[config.mk]
export PLATFORM = sky130hd
export DESIGN_NAME = mbs_ctrl
export DESIGN_NICKNAME = d
export VERILOG_FILES = /design/src/masked_bilateral_smoother_top_macros.svh /design/src/mbs_pkg.sv /design/src/mbs_ctrl.sv
export SDC_FILE = /design/constraint.sdc
export NUM_CORES = 1
export LEC_CHECK = 0
export BUFFER_PORTS_ARGS = -buffer_cell sky130_fd_sc_hd__buf_2
export CORE_MARGIN = 2
export CORE_UTILIZATION = 40
export CTS_CLUSTER_DIAMETER = 30
export CTS_CLUSTER_SIZE = 30
export DETAILED_ROUTE_END_ITERATION = 16
export PLACE_DENSITY = 0.7
export SYNTH_ARGS = -nofsm -noshare
export SYNTH_HDL_FRONTEND = slang
export SYNTH_SLANG_ARGS = --single-unit
[constraint.sdc]
create_clock -name clk -period 5.8 [get_ports clk]
set_clock_uncertainty 0.1 [all_clocks]
set_input_delay 0.58 -clock clk [delete_from_list [all_inputs] [get_ports clk]]
set_output_delay 0.58 -clock clk [all_outputs]
set_load 0.02 [all_outputs]
[src/masked_bilateral_smoother_top_macros.svh]
// Assertion macros for the masked bilateral smoother
`ifndef MASKED_BILATERAL_SMOOTHER_TOP_MACROS_SVH
`define MASKED_BILATERAL_SMOOTHER_TOP_MACROS_SVH

// Same-cycle implication, clocked on clk, off during rst
`define MBS_ASSERT_IMP(label, ante, cons, msg) \
  label: assert property (@(posedge clk) disable iff (rst) (ante) |-> (cons)) \
    else $error(msg);

// Next-cycle implication, clocked on clk, off during rst
`define MBS_ASSERT_NXT(label, ante, cons, msg) \
  label: assert property (@(posedge clk) disable iff (rst) (ante) |=> (cons)) \
    else $error(msg);

`endif

[src/mbs_pkg.sv]
// Shared types, constants and the exponent fraction table of the smoother
package mbs_pkg;

  // item kinds
  localparam logic [1:0] KIND_WEIGHT  = 2'd0;
  localparam logic [1:0] KIND_PIXEL   = 2'd1;
  localparam logic [1:0] KIND_COMPUTE = 2'd2;

  // register indexes
  localparam logic [2:0] REG_IMAGE_ROWS  = 3'd0;
  localparam logic [2:0] REG_IMAGE_COLS  = 3'd1;
  localparam logic [2:0] REG_KERNEL_ROWS = 3'd2;
  localparam logic [2:0] REG_KERNEL_COLS = 3'd3;
  localparam logic [2:0] REG_EDGE_COEF   = 3'd4;

  // fixed-point constants
  localparam logic [16:0] LOG2E_Q16 = 17'd94548;
  localparam logic [31:0] LN2_Q32   = 32'd2977044472;

  // exponent fraction table, 2^(-f/256) in Q1.15
  localparam int EXP_ENTRIES = 256;
  localparam int EXP_IDX_W   = 8;

  // tap pipeline depth from issue to accumulator update
  localparam int DRAIN_CYCLES = 7;
  // quotient bits produced by the divider
  localparam int QUO_W = 24;

  typedef logic [15:0] exp_rom_t [EXP_ENTRIES];

  // series evaluation of exp(-y*ln2), done at elaboration
  function automatic exp_rom_t build_exp_rom();
    exp_rom_t   rom;
    logic [63:0] y;
    logic [63:0] z;
    logic [63:0] sum;
    logic [63:0] term;
    logic [63:0] s;
    for (int f = 0; f < EXP_ENTRIES; f++) begin
      y    = (64'(f) << 32) / EXP_ENTRIES;
      z    = (y * 64'(LN2_Q32)) >> 32;
      sum  = 64'd1 << 32;
      term = 64'd1 << 32;
      for (int k = 1; k <= 16; k++) begin
        term = ((term * z) >> 32) / 64'(k);
        if ((k % 2) == 1) begin
          sum = sum - term;
        end else begin
          sum = sum + term;
        end
      end
      s = (sum + (64'd1 << 16)) >> 17;
      rom[f] = s[15:0];
    end
    return rom;
  endfunction

  localparam exp_rom_t EXP_ROM = build_exp_rom();

  // configuration after clamping
  typedef struct packed {
    logic [12:0] rows;
    logic [12:0] cols;
    logic [4:0]  krows;
    logic [4:0]  kcols;
    logic [15:0] edge_coef;
  } cfg_t;

  // controller to datapath
  typedef struct packed {
    logic       accept;
    logic       rd_centre;
    logic       latch_centre;
    logic       tap_issue;
    logic [4:0] tap_k;
    logic [4:0] tap_l;
    logic       div_prep;
    logic       div_check;
    logic       div_step;
    logic       load_out;
    logic       out_missing;
  } cmd_t;

  // datapath to controller
  typedef struct packed {
    logic centre_ok;
    logic wsum_zero;
  } stat_t;

endpackage

[src/mbs_ctrl.sv]
// Controller: sequences centre read, tap walk, drain, divide and output
module mbs_ctrl
  import mbs_pkg::*;
(
  input  logic       clk,
  input  logic       rst,
  input  logic       in_valid,
  input  logic [1:0] in_kind,
  output logic       in_ready,
  output logic       out_valid,
  input  logic       out_ready,
  input  cfg_t       cfg,
  input  stat_t      stat,
  output cmd_t       cmd
);

  typedef enum logic [8:0] {
    S_IDLE   = 9'b000000001,
    S_CENTRE = 9'b000000010,
    S_CWAIT  = 9'b000000100,
    S_WALK   = 9'b000001000,
    S_DRAIN  = 9'b000010000,
    S_PREP   = 9'b000100000,
    S_CHECK  = 9'b001000000,
    S_DIV    = 9'b010000000,
    S_FINISH = 9'b100000000
  } state_t;

  state_t     state, state_next;
  logic [4:0] tk, tk_next;
  logic [4:0] tl, tl_next;
  logic [4:0] cnt, cnt_next;
  logic       miss, miss_next;
  logic       out_free;

  assign out_free = !out_valid || out_ready;
  assign in_ready = (state == S_IDLE);

  // next state and commands
  always_comb begin
    state_next = state;
    tk_next    = tk;
    tl_next    = tl;
    cnt_next   = cnt;
    miss_next  = miss;
    cmd        = '0;
    cmd.tap_k  = tk;
    cmd.tap_l  = tl;
    cmd.out_missing = miss;
    unique case (state)
      S_IDLE: begin
        if (in_valid) begin
          cmd.accept = 1'b1;
          miss_next  = 1'b0;
          if (in_kind == KIND_COMPUTE) begin
            state_next = S_CENTRE;
          end
        end
      end
      S_CENTRE: begin
        cmd.rd_centre = 1'b1;
        state_next    = S_CWAIT;
      end
      S_CWAIT: begin
        cmd.latch_centre = 1'b1;
        tk_next  = '0;
        tl_next  = '0;
        cnt_next = '0;
        if (!stat.centre_ok) begin
          miss_next  = 1'b1;
          state_next = S_FINISH;
        end else if (cfg.krows == '0 || cfg.kcols == '0) begin
          state_next = S_DRAIN;
        end else begin
          state_next = S_WALK;
        end
      end
      S_WALK: begin
        cmd.tap_issue = 1'b1;
        if (tl == cfg.kcols - 5'd1) begin
          tl_next = '0;
          if (tk == cfg.krows - 5'd1) begin
            state_next = S_DRAIN;
          end else begin
            tk_next = tk + 5'd1;
          end
        end else begin
          tl_next = tl + 5'd1;
        end
      end
      S_DRAIN: begin
        cnt_next = cnt + 5'd1;
        if (cnt == 5'(DRAIN_CYCLES - 1)) begin
          state_next = S_PREP;
        end
      end
      S_PREP: begin
        cmd.div_prep = 1'b1;
        if (stat.wsum_zero) begin
          miss_next  = 1'b1;
          state_next = S_FINISH;
        end else begin
          state_next = S_CHECK;
        end
      end
      S_CHECK: begin
        cmd.div_check = 1'b1;
        cnt_next      = '0;
        state_next    = S_DIV;
      end
      S_DIV: begin
        cmd.div_step = 1'b1;
        cnt_next     = cnt + 5'd1;
        if (cnt == 5'(QUO_W - 1)) begin
          state_next = S_FINISH;
        end
      end
      S_FINISH: begin
        if (out_free) begin
          cmd.load_out = 1'b1;
          state_next   = S_IDLE;
        end
      end
      default: state_next = S_IDLE;
    endcase
  end

  // state registers
  always_ff @(posedge clk) begin
    if (rst) begin
      state     <= S_IDLE;
      tk        <= '0;
      tl        <= '0;
      cnt       <= '0;
      miss      <= 1'b0;
      out_valid <= 1'b0;
    end else begin
      state <= state_next;
      tk    <= tk_next;
      tl    <= tl_next;
      cnt   <= cnt_next;
      miss  <= miss_next;
      if (cmd.load_out) begin
        out_valid <= 1'b1;
      end else if (out_ready) begin
        out_valid <= 1'b0;
      end
    end
  end

endmodule

==> results.json, run 1 <==
{
  "finalSetupViolations": 0,
  "syn_nets": 293,
  "fp.dieH_um": 70.9,
  "synth_top_area_cell": "dfxtp_1",
  "grt_start_max_net_pins": 23,
  "grt_pass1_wl_mm": 7.12,
  "synth_seq_cells": 26,
  "nets": 327,
  "syn2layout_area_growth_pct": 13.6,
  "crit_fanout": 7,
  "globalplace.congestion": 0.855,
  "peakVddDrop_uv": 83.8,
  "yosysWarnings": 0,
  "cap_violations": 0,
  "cts_root_buf": "clkbuf_8",
  "yosys-top-cells-count": "dfxtp_1, o21ai_0, a21oi_1",
  "cts_tree": "built",
  "synth.most_common_cell": "dfxtp_1",
  "cp.arrival_ns": 2.20,
  "hold_violations": 0,
  "drtAntennaViolNets": 0,
  "power.density_nw_per_um2": 185,
  "synth_top_area_share_pct": 29.1,
  "start_util_pct": 41.4,
  "drc_errors": 0,
  "ys_types": 51,
  "required_ns": 5.12,
  "cts_buffer_depth": 2,
  "viasPerCell": 5.62,
  "final.period_utilization_pct": 49.7,
  "cts_setup_buffers": 0,
  "rows": 24,
  "clk_pin_slew_ns": 0.09,
  "synth.area.top_cells": "dfxtp_1, o21ai_0, a21oi_1, nand3_1, xnor2_1",
  "hold_class": "in2reg",
  "end_kind": "output port",
  "async_flop_share_pct": 0,
  "antenna_found_initial": 0,
  "port_buffers": 38,
  "syn_area_um2": 1790,
  "cts_resized": 0,
  "ys_seq_area_share_pct": 29.1,
  "critical_path_class": "reg2out",
  "p_leak_uw": 0.000829,
  "die_w_um": 70.9,
  "tns_ns": 0,
  "core_um2": 4320,
  "routed_wl_mm": 4.03,
  "relSlewSlack_pct": 54.3,
  "period_needed_ns": 2.88,
  "fmaxAchievable_ghz": 0.347,
  "utilization_pct": 47.0,
  "holdWs_ns": 0.377,
  "num_antenna_cells": 0,
  "worst_slew_pin_slew_ns": 0.679,
  "drt_first_pass_iters": 4,
  "cp-start-kind": "flip-flop",
  "cts.hold.buffers_added": 0,
  "status": "finished, final reports clean",
  "die-area_um2": 5030,
  "grt_overflow_total": 0,
  "grt_usage_pct": 17.3,
  "synth_edf_count": 0,
  "clock_latency_ns": 0.27,
  "synth_cells": 227,
  "drt-initial-drc-count": 77,
  "drive_gt1_share_pct": 20.5,
  "cts_sinks": 26,
  "avgSynthCellArea_um2": 7.89,
  "wl_per_cell_um": 13.0,
  "h-tree-depth": 1,
  "slew_violations": 0,
  "io_pins": 81,
  "grt_pass1_vias": 1570,
  "rsz0062_at_grt": "no",
  "hpwl_mm": 3.12,
  "synth_flop_cell": "dfxtp_1",
  "cts_made_buffers": 3,
  "vias": 1747
}
## final timing paths
check | slack (ns) | to | from | cells past startpoint
min | 0.38 | state[6] | stat[0] | 2
min reg2reg | 0.39 | miss | miss | 2
max reg2reg | 3.39 | tk[3] | state[4] | 7
max | 2.92 | cmd[4] | state[0] | 4
## state kept, by name (all words and copies together), names as in the netlist
name       cells
cnt            5
tl             5
miss           1
tk             5
out_valid      1
state          9
## final cells by class
cell class / count / area, um^2
repair buffers: 38 / 190
flip-flops and latches: 26 / 520
multi-input cells: 177 / 1150
fillers: 461 / 2290
inverters: 15 / 62.6
well taps: 52 / 65.1
clock buffers: 3 / 41.3
## per-stage QoR
| stage | cell area (um^2) | cells | worst slack, ns | total power [uW] |
|---|---|---|---|---|
| 6_report | 2030 | 311 | 2.92 | 376 |
| 5_1_grt | 2030 | 311 | 2.61 | 398 |
| 4_1_cts | 2030 | 311 | 2.92 | 379 |
| 3_5_place_dp | 1990 | 308 | 3.09 | 276 |
| 3_3_place_gp | 1990 | 308 | 3.11 | 275 |
| 2_1_floorplan | 1790 | 227 | 3.20 | 249 |
## power breakdown
part,leakage [uW],total [uW],internal (uW),switching [uW]
Combinational,0.000597,84.3,32.1,52.1
Sequential,0.000210,187,182,5.70
Clock,0.0000216,105,46.6,57.9
## layout by cell type, fill, tap and decap left out, types with 3 or more instances in the layout
cell type   n
buf_2      38
dfxtp_1    26
o21ai_0    22
a21oi_1    18
nand3_1    17
nor2_1     15
inv_1      13
nand2_1     9
xnor2_1     9
xor2_1      8
nand2b_1    6
nor3_1      6
and3_1      6
ha_1        6
nor3b_1     5
or3_1       5
nor4_1      4
a31oi_1     4
nand4_1     3
clkbuf_8    3
## critical path, cell delays in order, from the launching register on
cell,delay [ns]
dfxtp_1,0.37
nor4_1,0.62
nand2b_1,0.23
nor4_1,0.44
buf_2,0.25
## kinds of logic after synthesis
logic type	share of synthesized area (%)
compound gates	22.1
fa+ha+maj	4.19
flops	29.1
xor+xnor	8.32
simple gates	29.8
buf+inv	6.50
## per-layer routing
layer  vias to the layer above  global-route usage (%)  wire, um
li1                        907                       -         -
met1                       816                    23.7      1980
met2                        18                    27.2      1890
met3                         6                    3.13        96
met4                         0                    6.08        63
met5                         -                       0         0
Power figures use the tool's default switching activity.
==> inputs of run 2 (changes only) <==
ABC_AREA = 1   (was unset)
PLACE_DENSITY = 0.68   (was 0.7)
clock period = 2.8 ns   (was 5.8 ns; I/O delays follow)
==> run 2 against run 1 <==
  * Sequential power up 130%
  * Critical path type unchanged
  * Combinational power grew to 7.0 times the previous value
  * Critical endpoint is now cmd[18]
  * Largest cell class unchanged
  * Design area increased by 16%
  * Register-to-register slack worse by 2.3 ns
  * Sequential share of layout area fell by 3.5 points
==> results.json, run 2 <==
{
  "avgSynthCellArea_um2": 6.66,
  "cts_made_buffers": 3,
  "grt_usage_pct": 16.4,
  "globalplace.congestion": 0.864,
  "drt_first_pass_iters": 4,
  "synth_cells": 303,
  "yosys-top-cells-count": "nand2_1, inv_1, nor2_1",
  "grt_start_max_net_pins": 16,
  "cp_num_buf_inv": 2,
  "synth_seq_cells": 26,
  "rsz0062_at_grt": "no",
  "start_util_pct": 42.2,
  "finalSetupViolations": 0,
  "swShare_pct": 41.8,
  "syn2layout_area_growth_pct": 16.6,
  "num_antenna_cells": 0,
  "drtAntennaViolNets": 0,
  "required_ns": 2.42,
  "critPathMaxStageDelay_ns": 0.40,
  "crit_top_cell": "nor2_4",
  "antenna_found_initial": 0,
  "synth_top_area_share_pct": 25.8,
  "status": "finished, final reports clean",
  "routed_wl_mm": 4.46,
  "drive_gt1_share_pct": 24.2,
  "grt_pass1_wl_mm": 7.24,
  "cp.arrival_ns": 1.53,
  "fmaxAchievable_ghz": 0.524,
  "h-tree-depth": 1,
  "final_cell_mix": "nand2_1, inv_1, buf_2",
  "internal_power_uw": 779,
  "rows": 25,
  "hold_class": "in2reg",
  "clkPwrFrac_pct": 23.8,
  "cts_sinks": 26,
  "cts.hold.buffers_added": 0,
  "largest_reg_flops": 9,
  "cts_buffer_depth": 2,
  "p_leak_uw": 0.00111,
  "drt-initial-drc-count": 116,
  "worst_slew_pin_slew_ns": 0.342,
  "wl_per_cell_um": 10.9,
  "final.period_utilization_pct": 68.1,
  "crit_chain": "nor2_4, nand3_1, nor2_4, inv_1, nor2_1, buf_2",
  "cts_tree": "built",
  "crit_fanout": 7,
  "core_um2": 4790,
  "syn_nets": 369,
  "multi_input_area_um2": 1300,
  "layout_commonest_cell": "nand2_1",
  "switchingPower_uw": 558,
  "nets": 410,
  "yosysWarnings": 0,
  "period_needed_ns": 1.91,
  "port_buffers": 38,
  "die-area_um2": 5630,
  "utilization_pct": 49.2,
  "fp.dieH_um": 75.0,
  "peakVddDrop_uv": 323,
  "grt_pass1_vias": 1648,
  "ys_seq_area_share_pct": 25.8,
  "crit_family": "simple AND/OR/NAND/NOR gates",
  "grt_overflow_total": 0,
  "clock_latency_ns": 0.28,
  "synth.most_common_cell": "nand2_1",
  "viasPerCell": 4.74,
  "synth_top_area_cell": "dfxtp_1",
  "synth.area.top_cells": "dfxtp_1, nand2_1, inv_1, nand3_1, nor2_1",
  "syn_area_um2": 2020,
  "cp-start-kind": "flip-flop",
  "slew_violations": 0,
  "synth_edf_count": 0,
  "vias": 1942,
  "ys_types": 34,
  "power.density_nw_per_um2": 568,
  "io_pins": 81,
  "async_flop_share_pct": 0,
  "regMostFlops": "state",
  "fillers": 487,
  "die_w_um": 75.0,
  "cts_setup_buffers": 0,
  "combPwrFrac_pct": 43.8,
  "end_kind": "output port",
  "power_uw": 1340,
  "cp_slowest_cell": "dfxtp_1",
  "relSlewSlack_pct": 77.0,
  "hold_violations": 0,
  "cts_resized": 0,
  "tns_ns": 0,
  "hpwl_mm": 3.56,
  "seq_area_um2": 520,
  "clk_pin_slew_ns": 0.10,
  "power_frac_seq_pct": 32.4,
  "cap_violations": 0,
  "synth_flop_cell": "dfxtp_1",
  "cts_root_buf": "clkbuf_8",
  "drc_errors": 0,
  "critical_path_class": "reg2out"
}
-- run 2: cell count changes after synthesis, sizes merged, moves of 5 or more --
cell and delta:
and3 -6, inv +34, nand2 +70, nand2b -6, nand3 +19, nand4 +8
nor2 +30, nor4 -5, o21ai -19, or3 -5, xnor2 -6
-- run 2: per-layer routing --
layer  routed length, um  GRT usage, %  vias to the layer above
li1                    -             -                     1046
met1                2200          23.2                      853
met2                2060          27.0                       41
met3                 180          1.61                        2
met4                  17          3.97                        0
met5                   0             0                        -
-- run 2: final cells by class --
type / instances / area share (%)
clock inverters: 1 / 1.28
inverters: 49 / 7.82
repair buffers: 38 / 8.09
clock buffers: 3 / 1.76
well taps: 67 / 3.56
flip-flops and latches: 26 / 22.1
multi-input cells: 226 / 55.4
-- run 2: cells by family after synthesis --
family | count (synthesis) | share of synthesized area [%]
compound gates | 27 | 7.75
xor+xnor | 11 | 4.77
fa+ha+maj | 6 | 3.72
buf+inv | 51 | 9.67
flops | 26 | 25.8
simple gates | 182 | 48.3
-- run 2: worst register-to-register path, stage by stage, from the launching register on --
cell and delay, ns:
dfxtp_1 0.40, ha_1 0.18, nand2_1 0.09, nor2_1 0.14, inv_1 0.07, nand2_1 0.06
nand3_1 0.11, nor2_4 0.19, nand4_1 0.13, nand2_1 0.13, nor2_1 0.06
-- run 2: through the flow --
stage,instances,hold WS (ns),instance area [um^2],worst slack [ns]
global route,410,0.187,2350,0.784
floorplan,303,0.250,2020,1.12
CTS,410,0.175,2350,0.884
finish,410,0.178,2350,0.893
detailed placement,406,0.405,2280,0.782
global placement,406,0.387,2280,0.844
-- run 2: power by group through the flow --
stage / clock (uW) / combinational [uW] / sequential (uW)
after floorplan: 0 / 457 / 438
after global placement: 0 / 572 / 440
after detailed placement: 0 / 583 / 441
after CTS: 325 / 591 / 432
after global routing: 338 / 658 / 435
final: 318 / 586 / 433
-- run 2: final timing paths --
| check | to | slack, ns | cells past startpoint | startpoint |
|---|---|---|---|---|
| max reg2reg | state[6] | 1.05 | 10 | cnt[0] |
| min | out_valid | 0.18 | 4 | out_ready |
| max | cmd[18] | 0.89 | 6 | state[3] |
| min reg2reg | cnt[1] | 0.41 | 2 | cnt[1] |
==> inputs of run 3 (changes only) <==
clock period = 1.82 ns   (was 2.8 ns; I/O delays follow)
==> run 3 against run 2 <==
  * Largest cell class unchanged
  * Largest power group unchanged
  * Critical path type unchanged
  * Core utilization increased by 3.5 points
  * Flip-flop and latch count unchanged
  * Global-route usage rose by 1.4 points
  * First-iteration DRC count fell by 34%
  * Total power up 62%
==> results.json, run 3 (synthesis results as in run 2) <==
{
  "status": "finished, final reports clean",
  "fp.dieH_um": 75.0,
  "grt_pass1_wl_mm": 7.90,
  "grt_use_met1_pct": 25.0,
  "grt_overflow_total": 0,
  "nets": 427,
  "finalSetupViolations": 0,
  "cts_made_buffers": 3,
  "swShare_pct": 41.1,
  "clk_pin_slew_ns": 0.10,
  "power_frac_seq_pct": 31.0,
  "period_needed_ns": 1.72,
  "cp-start-kind": "flip-flop",
  "drc_errors": 0,
  "cts.hold.buffers_added": 0,
  "cp.arrival_ns": 1.44,
  "power.density_nw_per_um2": 859,
  "seq_area_um2": 528,
  "slew_violations": 0,
  "p_leak_uw": 0.00120,
  "required_ns": 1.54,
  "io_pins": 81,
  "grt_pass1_vias": 1825,
  "switchingPower_uw": 888,
  "gr-max-usage-layer": "met2",
  "vias": 2032,
  "final.period_utilization_pct": 94.7,
  "dp_cells": 415,
  "clock_latency_ns": 0.28,
  "grt_use_met3_pct": 1.87,
  "start_util_pct": 42.2,
  "rows": 25,
  "drtAntennaViolNets": 0,
  "tns_ns": 0,
  "hold_class": "in2reg",
  "viasPerCell": 4.76,
  "clkPwrFrac_pct": 23.0,
  "cap_violations": 0,
  "use_met2_pct": 29.1,
  "drt-initial-drc-count": 77,
  "wl_per_cell_um": 11.1,
  "internal_power_uw": 1270,
  "multi_input_area_um2": 1320,
  "combPwrFrac_pct": 46.0,
  "end_kind": "output port",
  "cts_tree": "built",
  "peakVddDrop_uv": 512,
  "critical_path_class": "reg2out",
  "globalplace.congestion": 0.834,
  "regMostFlops": "state",
  "drt_first_pass_iters": 4,
  "place_ws_ns": -0.0677,
  "die_w_um": 75.0,
  "syn2layout_area_growth_pct": 24.7,
  "crit_fanout": 4,
  "hold_violations": 0,
  "grt_usage_pct": 17.8,
  "drive_gt1_share_pct": 30.6,
  "cts_sinks": 26,
  "cts_root_buf": "clkbuf_8",
  "routed_wl_mm": 4.74,
  "fin_cells": 427,
  "num_antenna_cells": 0,
  "final_area_um2": 2520,
  "h-tree-depth": 1,
  "core_um2": 4790,
  "antenna_found_initial": 0,
  "fmaxAchievable_ghz": 0.580,
  "hpwl_mm": 3.66,
  "place_area_um2": 2350,
  "cts_buffer_depth": 2,
  "relSlewSlack_pct": 78.3,
  "port_buffers": 38,
  "layout_commonest_cell": "nand2_1",
  "final_cell_mix": "nand2_1, inv_1, buf_2",
  "grt_start_max_net_pins": 16,
  "fillers": 490,
  "die-area_um2": 5630,
  "setup_ws_ns": 0.0966,
  "largest_reg_flops": 9,
  "worst_slew_pin_slew_ns": 0.324
}
-- run 3: changes by cell type in the layout (fill, tap and decap cells not counted), sizes merged --
cell / before / now
buf: 38 / 55
-- run 3: power by group through the flow --
stage	combinational [uW]	clock, uW	sequential, uW
6_report	994	498	670
5_1_grt	1100	521	676
3_5_place_dp	900	0	679
4_1_cts	909	497	666
2_1_floorplan	704	0	674
3_3_place_gp	887	0	676
-- run 3: layer usage --
layer	up-vias	part of all wire, %	routed length, um
met3	5	3.4	161
met2	37	47	2220
met1	904	49	2300
met5	-	0	0
met4	0	1.1	54
li1	1086	-	-
-- run 3: through the flow --
stage	total power [uW]	hold WS, ns	utilization, %
floorplan	1380	0.152	-
global placement	1560	0.363	49.1
detailed placement	1580	0.369	49.1
CTS	2070	0.0716	50.6
global route	2300	0.0668	52.6
finish	2160	0.0679	52.6
-- run 3: timing repair --
action | CTS | global route
resized for setup | 0 | 11
setup endpoints to repair | 0 | 12
setup buffers | 0 | 8
-- run 3: worst max-delay path, cell delays in order, from the launching register on --
cell	delay, ns
dfxtp_2	0.36
nor2_4	0.18
nand3_4	0.17
nor2_4	0.14
inv_1	0.07
nor2_1	0.08
buf_2	0.16
-- run 3: cell type report --
cell class,instances,share of cell area [%]
multi-input combinational,226,52.4
sequential,26,21.0
timing repair buffer,55,13.1
inverter,49,7.31
tap,67,3.33
clock buffer,3,1.64
clock inverter,1,1.19
-- run 3: path summary, 6_finish.rpt --
| check | from | endpoint | slack, ns | cells past startpoint |
|---|---|---|---|---|
| worst min register to register | cnt[0] | cnt[0] | 0.37 | 1 |
| worst min-delay path | out_ready | out_valid | 0.07 | 4 |
| worst max-delay path | state[7] | cmd[18] | 0.1 | 6 |
| worst max register to register | state[8] | state[6] | 0.11 | 10 |
